### src/rtl/core/stc_pkg.sv
`timescale 1ns / 1ps

package stc_pkg;

    // Geometry of one encoding.
    localparam int LANES       = 8;
    localparam int STRING_BITS = 8;
    localparam int LEVEL_BITS  = 4;

    // Fixed widths of the payload fields.
    localparam int BITS_W  = 64;
    localparam int LEVELS_W = 32;
    localparam int COUNT_W = 4;
    localparam int ORDER_W = 2;

    // The levels field is zero-extended so that every lane has a full slice.
    localparam int LEVEL_SPAN  = LANES * LEVEL_BITS;
    localparam int LEVEL_EXT_W = (LEVEL_SPAN > LEVELS_W) ? LEVEL_SPAN : LEVELS_W;

    // Result codes.
    localparam logic [ORDER_W-1:0] ORDER_LESS    = 2'd0;
    localparam logic [ORDER_W-1:0] ORDER_EQUAL   = 2'd1;
    localparam logic [ORDER_W-1:0] ORDER_GREATER = 2'd2;

    typedef logic [STRING_BITS-1:0] str_t;
    typedef logic [LEVEL_BITS-1:0]  level_t;

    // Everything one lane needs from both encodings.
    typedef struct packed {
        logic   present_a;
        logic   present_b;
        str_t   bits_a;
        str_t   mask_a;
        level_t level_a;
        str_t   bits_b;
        str_t   mask_b;
        level_t level_b;
    } lane_in_t;

    // What one lane found: whether it settles the order, and which way.
    typedef struct packed {
        logic decide;
        logic greater;
    } lane_result_t;

endpackage

### src/rtl/core/strahler_tree_compare_unit.sv
`timescale 1ns / 1ps

// Channel   Handshake              Payload
// input     in_valid / in_ready    bits_a, prefixes_a, ranks_a, count_a,
//                                  bits_b, prefixes_b, ranks_b, count_b
// output    out_valid / out_ready  order
//
// A transfer can be accepted on every cycle while the output is not stalled; each
// comparison passes through the lane register and then the order register.
// The first stage registers the per-lane findings, the second stage registers
// the priority merge, so the lane logic and the merge each end at a register.
// Reset (rst_n, asynchronous) empties both stages; the block is ready at once.
// A stall on the output holds the result and fills the first stage, after which
// in_ready drops until the output transfer happens.

module strahler_tree_compare_unit
(
    input  logic                          clk,
    input  logic                          rst_n,
    input  logic                          in_valid,
    output logic                          in_ready,
    input  logic [stc_pkg::BITS_W-1:0]    bits_a,
    input  logic [stc_pkg::BITS_W-1:0]    prefixes_a,
    input  logic [stc_pkg::LEVELS_W-1:0]  ranks_a,
    input  logic [stc_pkg::COUNT_W-1:0]   count_a,
    input  logic [stc_pkg::BITS_W-1:0]    bits_b,
    input  logic [stc_pkg::BITS_W-1:0]    prefixes_b,
    input  logic [stc_pkg::LEVELS_W-1:0]  ranks_b,
    input  logic [stc_pkg::COUNT_W-1:0]   count_b,
    output logic                          out_valid,
    input  logic                          out_ready,
    output logic [stc_pkg::ORDER_W-1:0]   order
);
    import stc_pkg::*;

    // Levels beyond bit 31 of the field read as zero.
    logic [LEVEL_EXT_W-1:0] ranks_a_ext;
    logic [LEVEL_EXT_W-1:0] ranks_b_ext;

    lane_in_t     [LANES-1:0] lane_ins;
    lane_result_t [LANES-1:0] lane_results;

    // Stage one: per-lane findings.
    lane_result_t [LANES-1:0] lanes_reg;
    logic                     s1_valid_reg;
    logic                     s1_valid_next;

    // Stage two: merged result.
    logic [ORDER_W-1:0] merged_order;
    logic [ORDER_W-1:0] order_reg;
    logic               out_valid_reg;
    logic               out_valid_next;

    logic s2_ready;
    logic s1_ready;
    logic in_fire;
    logic s1_move;

    assign ranks_a_ext = LEVEL_EXT_W'(ranks_a);
    assign ranks_b_ext = LEVEL_EXT_W'(ranks_b);

    // Strings are in use from lane 0 up to the count; a count above the lane
    // total simply marks every lane as present.
    always_comb
    begin
        for (int i = 0; i < LANES; i++)
        begin
            lane_ins[i].present_a = (count_a > COUNT_W'(i));
            lane_ins[i].present_b = (count_b > COUNT_W'(i));
            lane_ins[i].bits_a    = bits_a[i*STRING_BITS +: STRING_BITS];
            lane_ins[i].mask_a    = prefixes_a[i*STRING_BITS +: STRING_BITS];
            lane_ins[i].level_a   = ranks_a_ext[i*LEVEL_BITS +: LEVEL_BITS];
            lane_ins[i].bits_b    = bits_b[i*STRING_BITS +: STRING_BITS];
            lane_ins[i].mask_b    = prefixes_b[i*STRING_BITS +: STRING_BITS];
            lane_ins[i].level_b   = ranks_b_ext[i*LEVEL_BITS +: LEVEL_BITS];
        end
    end

    for (genvar g = 0; g < LANES; g++)
    begin : g_lane
        stc_lane u_lane
        (
            .lane_in     (lane_ins[g]),
            .lane_result (lane_results[g])
        );
    end

    stc_merge u_merge
    (
        .lane_results (lanes_reg),
        .order        (merged_order)
    );

    // Each stage advances when the stage after it is empty or is draining.
    assign s2_ready = !out_valid_reg || out_ready;
    assign s1_ready = !s1_valid_reg || s2_ready;
    assign in_ready = s1_ready;
    assign in_fire  = in_valid && s1_ready;
    assign s1_move  = s1_valid_reg && s2_ready;

    assign s1_valid_next  = in_fire ? 1'b1 : (s1_move ? 1'b0 : s1_valid_reg);
    assign out_valid_next = s2_ready ? s1_valid_reg : out_valid_reg;

    always_ff @(posedge clk or negedge rst_n)
    begin
        if (!rst_n)
        begin
            s1_valid_reg  <= 1'b0;
            out_valid_reg <= 1'b0;
        end
        else
        begin
            s1_valid_reg  <= s1_valid_next;
            out_valid_reg <= out_valid_next;
        end
    end

    always_ff @(posedge clk)
    begin
        if (in_fire)
        begin
            lanes_reg <= lane_results;
        end
        if (s1_move)
        begin
            order_reg <= merged_order;
        end
    end

    assign out_valid = out_valid_reg;
    assign order     = order_reg;

endmodule

### src/rtl/core/stc_lane.sv
`timescale 1ns / 1ps

module stc_lane
(
    input  stc_pkg::lane_in_t     lane_in,
    output stc_pkg::lane_result_t lane_result
);
    import stc_pkg::*;

    str_t shorter;
    str_t xlen;
    str_t first_diff;
    str_t bit_xor;
    str_t window;
    str_t masked;
    str_t diff;
    str_t first_bit;
    logic a_less;
    logic b_less;
    logic a_gt;
    logic b_gt;

    always_comb
    begin
        shorter    = lane_in.mask_a & lane_in.mask_b;
        xlen       = lane_in.mask_a ^ lane_in.mask_b;
        first_diff = xlen & ~(xlen << 1);
        bit_xor    = lane_in.bits_a ^ lane_in.bits_b;
        window     = shorter + first_diff;
        masked     = bit_xor & window;

        a_less = ((lane_in.mask_a < lane_in.mask_b) && (masked == first_diff)) ||
                 ((lane_in.mask_a > lane_in.mask_b) && (masked == '0));
        b_less = ((lane_in.mask_b < lane_in.mask_a) && (masked == first_diff)) ||
                 ((lane_in.mask_b > lane_in.mask_a) && (masked == '0));

        // Isolate the lowest differing bit inside the common prefix.
        diff      = shorter & bit_xor;
        first_bit = diff & (~diff + str_t'(1));
        a_gt      = (diff != '0) && ((lane_in.bits_a & first_bit) != '0);
        b_gt      = (diff != '0) && ((lane_in.bits_b & first_bit) != '0);

        lane_result.decide  = 1'b0;
        lane_result.greater = 1'b0;
        if (lane_in.present_a && !lane_in.present_b)
        begin
            lane_result.decide  = 1'b1;
            lane_result.greater = lane_in.bits_a[0];
        end
        else if (!lane_in.present_a && lane_in.present_b)
        begin
            lane_result.decide  = 1'b1;
            lane_result.greater = !lane_in.bits_b[0];
        end
        else if (lane_in.present_a && lane_in.present_b)
        begin
            if (lane_in.level_a < lane_in.level_b)
            begin
                lane_result.decide  = 1'b1;
                lane_result.greater = lane_in.bits_a[0];
            end
            else if (lane_in.level_a > lane_in.level_b)
            begin
                lane_result.decide  = 1'b1;
                lane_result.greater = !lane_in.bits_b[0];
            end
            else if (a_gt || (!a_less && b_less))
            begin
                lane_result.decide  = 1'b1;
                lane_result.greater = 1'b1;
            end
            else if (b_gt || (a_less && !b_less))
            begin
                lane_result.decide  = 1'b1;
                lane_result.greater = 1'b0;
            end
        end
    end

endmodule

### src/rtl/core/stc_merge.sv
`timescale 1ns / 1ps

module stc_merge
(
    input  stc_pkg::lane_result_t [stc_pkg::LANES-1:0] lane_results,
    output logic [stc_pkg::ORDER_W-1:0]                order
);
    import stc_pkg::*;

    logic found;

    // The lowest lane that decides wins.
    always_comb
    begin
        found = 1'b0;
        order = ORDER_EQUAL;
        for (int i = 0; i < LANES; i++)
        begin
            if (!found && lane_results[i].decide)
            begin
                found = 1'b1;
                order = lane_results[i].greater ? ORDER_GREATER : ORDER_LESS;
            end
        end
    end

endmodule

### config.mk
export PLATFORM = sky130hd
export DESIGN_NAME = strahler_tree_compare_unit
export DESIGN_NICKNAME = d
export VERILOG_FILES = /design/src/rtl/core/stc_pkg.sv /design/src/rtl/core/strahler_tree_compare_unit.sv /design/src/rtl/core/stc_lane.sv /design/src/rtl/core/stc_merge.sv
export SDC_FILE = /design/constraint.sdc
export NUM_CORES = 1
export LEC_CHECK = 0
export CORE_AREA = 2 2 160 162
export DETAILED_ROUTE_END_ITERATION = 10
export DIE_AREA = 0 0 162 164
export DONT_BUFFER_PORTS = 1
export GPL_TIMING_DRIVEN = 0
export PLACE_DENSITY = 0.67
export SLEW_MARGIN = 10
export SYNTH_ARGS = -nofsm -noshare
export SYNTH_HDL_FRONTEND = slang
export SYNTH_HIERARCHICAL = 1
export SYNTH_SLANG_ARGS = --single-unit
### constraint.sdc
create_clock -name clk -period 1.6 [get_ports clk]
set_input_delay 0.24 -clock clk [delete_from_list [all_inputs] [get_ports clk]]
set_output_delay 0.24 -clock clk [all_outputs]
set_load 0.03 [all_outputs]
==> run metrics <==
outcome=complete, but fails checks; violations in the final reports=negative setup slack; total negative setup slack=-21.36 ns; async set-or-reset flop fraction in the synthesized netlist=0.1000; average via count per standard cell=6.172; H-Tree Depth=1; Chip Height=approximately 160 um; Warnings, synthesis=6; average wire per cell in the routed design=~18 um; maximum buffer depth of the clock tree=2; clock transition at the register clock pins on the worst setup and hold paths after CTS=0.06 ns; number of CTS-inserted buffers=3; WL final=36720 um; crit path max fanout=5; via count of the first global-routing pass=12340; Syn Inst Count=1640; number of cells in the design after placement=around 2000; cells on worst reg2reg path=2; number of buffers and inverters on the critical path=1; largest net degree at the start of global routing=13; dominant delay contributor by cell family on the critical path=simple AND/OR/NAND/NOR gates; first-pass GRT wire length=between 50000 and 60000 um; library cells used by synthesis=between 60 and 70; Worst Path Class, Setup=input pin to flop; largest incremental delay on the critical path=0.51 ns; Worst Path Arrival=3.22 ns; share of post-route cells with drive strength above 1=0.1948; worst slack on hold paths=between 0.09 and 0.1 ns; CP startpoint kind=input pin; Vias=between 10000 and 15000; data required time of the worst path=between 1.5 and 2 ns; # DRC=0; floorplan die width=162 um; cell leakage power=6.377 nW; final layout net count=2261; Final Max Tran Viols=0; TritonRoute pass-1 iters=5; CP max stage cell=sky130_fd_sc_hd__or4_1; CP Cell Sequence=inv_12 > ha_4 > and2_4 > fa_2 > a21o_1 > a221oi_4 > mux2i_1 > or4_1 > or4_4 > or4_4 > a31oi_4; main flop type after synthesis=sky130_fd_sc_hd__edfxtp_1; power density normalized to cell area=approximately 420 nW/um2; Synth Area per Inst=7.449 um2; number of primary I/O pins=336; fill count=2282; setup slack of the critical path after layout=-1.514 ns; most frequent cells in the layout=sky130_fd_sc_hd__ha_1, sky130_fd_sc_hd__nand2_1, sky130_fd_sc_hd__a21oi_1, sky130_fd_sc_hd__inv_1, sky130_fd_sc_hd__o21ai_0; sink count of the clock tree=20; worst-margin pin slew=0.5661 ns; Slew Limit Headroom=0.6214; number of buffers added on ports=0; number of flip-flops under the largest register name=16; flops & latches, synth=20; maximum clock frequency=0.3211 GHz; final count of negative-setup-slack endpoints=16; Min Clock Period, post-route=between 3 and 4 ns; final HPWL from detailed placement=31070 um; post-synthesis instance area=between 10000 and 15000 um2; clock tree skew after final layout=0.005141 ns; Synth-to-Final Area Change=22.11%; worst hold path depth=1; Final Instance Count excl. Fillers=2036; hold violation count in the final report=0; routability cong.=0.9603; Hold/Removal Path Class=input pin to flop; effective utilization at floorplan=0.4922; RSZ-0062 raised after global routing=true; Seq/Total Area, Yosys=0.04834; floorplan row count=slightly below 60; largest vdd supply drop=0.0003312 V; syn_nets=2196; First DRT Iteration DRCs=630; Antenna Nets Post-Route=0; Period Utilization, post-route=1.946; number of synthesized flops with an enable pin=18; overflow left after global routing=0; initial antenna violation count=0; most common library cell in the layout ignoring fill and taps=sky130_fd_sc_hd__ha_1; full die area=around 27000 um2; TritonCTS clock tree=yes; category of the worst setup path capture point=flop; max-cap viol count=0; most used cell, CP=sky130_fd_sc_hd__or4_4; Critical Path Stages=11; root buffer selected by CTS=sky130_fd_sc_hd__clkbuf_16; core outline area=24820 um2; later-pin clock latency in the skew report=0.25 ns; GRT Total Usage=0.2602
## cells in the mapped netlist (38+ instances only)
library cell	n	area, um2
sky130_fd_sc_hd__ha_1	216	2703
sky130_fd_sc_hd__nand2_1	136	510.5
sky130_fd_sc_hd__inv_1	133	499.2
sky130_fd_sc_hd__a21oi_1	131	655.6
sky130_fd_sc_hd__nor2b_1	99	619.3
sky130_fd_sc_hd__o21ai_0	78	390.4
sky130_fd_sc_hd__nor2_1	59	221.5
sky130_fd_sc_hd__xor2_1	58	508.0
sky130_fd_sc_hd__nand2b_1	54	337.8
sky130_fd_sc_hd__nand3b_1	45	337.8
sky130_fd_sc_hd__a21o_1	38	285.3
sky130_fd_sc_hd__o21a_1	38	285.3
## timing repair
action / 4_1_cts / 5_1_grt
pin swaps: 40 / 21
hold endpoints to repair: 2 / 0
hold buffers: 1 / 0
endpoints found under the setup margin: 32 / 32
cloned: 1 / 0
buffers inserted: 42 / 16
resized for setup: 87 / 26
## area by class of cell
type,instances,area (um2),area share
antenna,2,5.005,0.0003355
multi-input combinational,1486,12700,0.8512
tap,330,412.9,0.02768
buffer,2,7.507,0.0005032
clock buffer,3,75.07,0.005032
sequential,20,591.8,0.03967
inverter,133,619.3,0.04152
clock inverter,1,30.03,0.002013
timing repair buffer,59,478.0,0.03204
## metal layers
| metal | track usage | share of wire | vias up |
|---|---|---|---|
| met3 | 0.04470 | 0.065 | 47 |
| li1 | - | - | 6270 |
| met1 | 0.3148 | 0.42 | 5869 |
| met4 | 0.05873 | 0.018 | 0 |
| met2 | 0.4799 | 0.50 | 381 |
| met5 | 0 | 0 | - |
## worst reg2reg max path, delay by kind of cell (launching register included)
kind,cells,cell delay (ns)
DFF,1,0.50
and+or+nand+nor,2,0.80
## where the power goes
part,switching (mW),leakage [nW],internal (mW)
clock network,0.185,0.0511,0.496
registers,0.0322,0.179,0.620
logic,2.45,6.15,2.44
## path summary, 6_finish.rpt
path / from / to / slack [ns]
min in group asynchronous: rst_n / s1_valid_reg / 0.24
min: in_valid / s1_valid_reg / 0.09
max reg2reg: out_valid / lanes_reg[10] / 0.01
min reg2reg: s1_valid_reg / out_valid / 0.48
max in group asynchronous: rst_n / out_valid / 1.21
max: prefixes_b[8] / lanes_reg[2] / -1.51
## cell families (layout without fill, tap and decap cells)
logic type / after synthesis / after routing / synth area share
AND/OR/NAND/NOR: 667 / 668 / 0.3237
AO/OA/AOI/OAI: 485 / 485 / 0.2723
adder cells (fa/ha/maj): 224 / 224 / 0.2343
buffers and inverters: 135 / 198 / 0.04148
XOR/XNOR: 93 / 93 / 0.06667
flip-flops: 20 / 20 / 0.04834
multiplexers: 16 / 16 / 0.01311
other: 0 / 2 / 0
## metrics by stage
step	total power, mW	worst slack, ns	cell area (um2)	util
detailed placement	4.915	-1.846	13660	0.5502
floorplan	4.104	-1.553	13240	-
finish	6.222	-1.514	14920	0.6011
global placement	4.838	-1.940	13660	0.5502
CTS	6.027	-1.506	14610	0.5887
global route	6.755	-1.560	14910	0.6009
(Power assumes the default switching activity.)
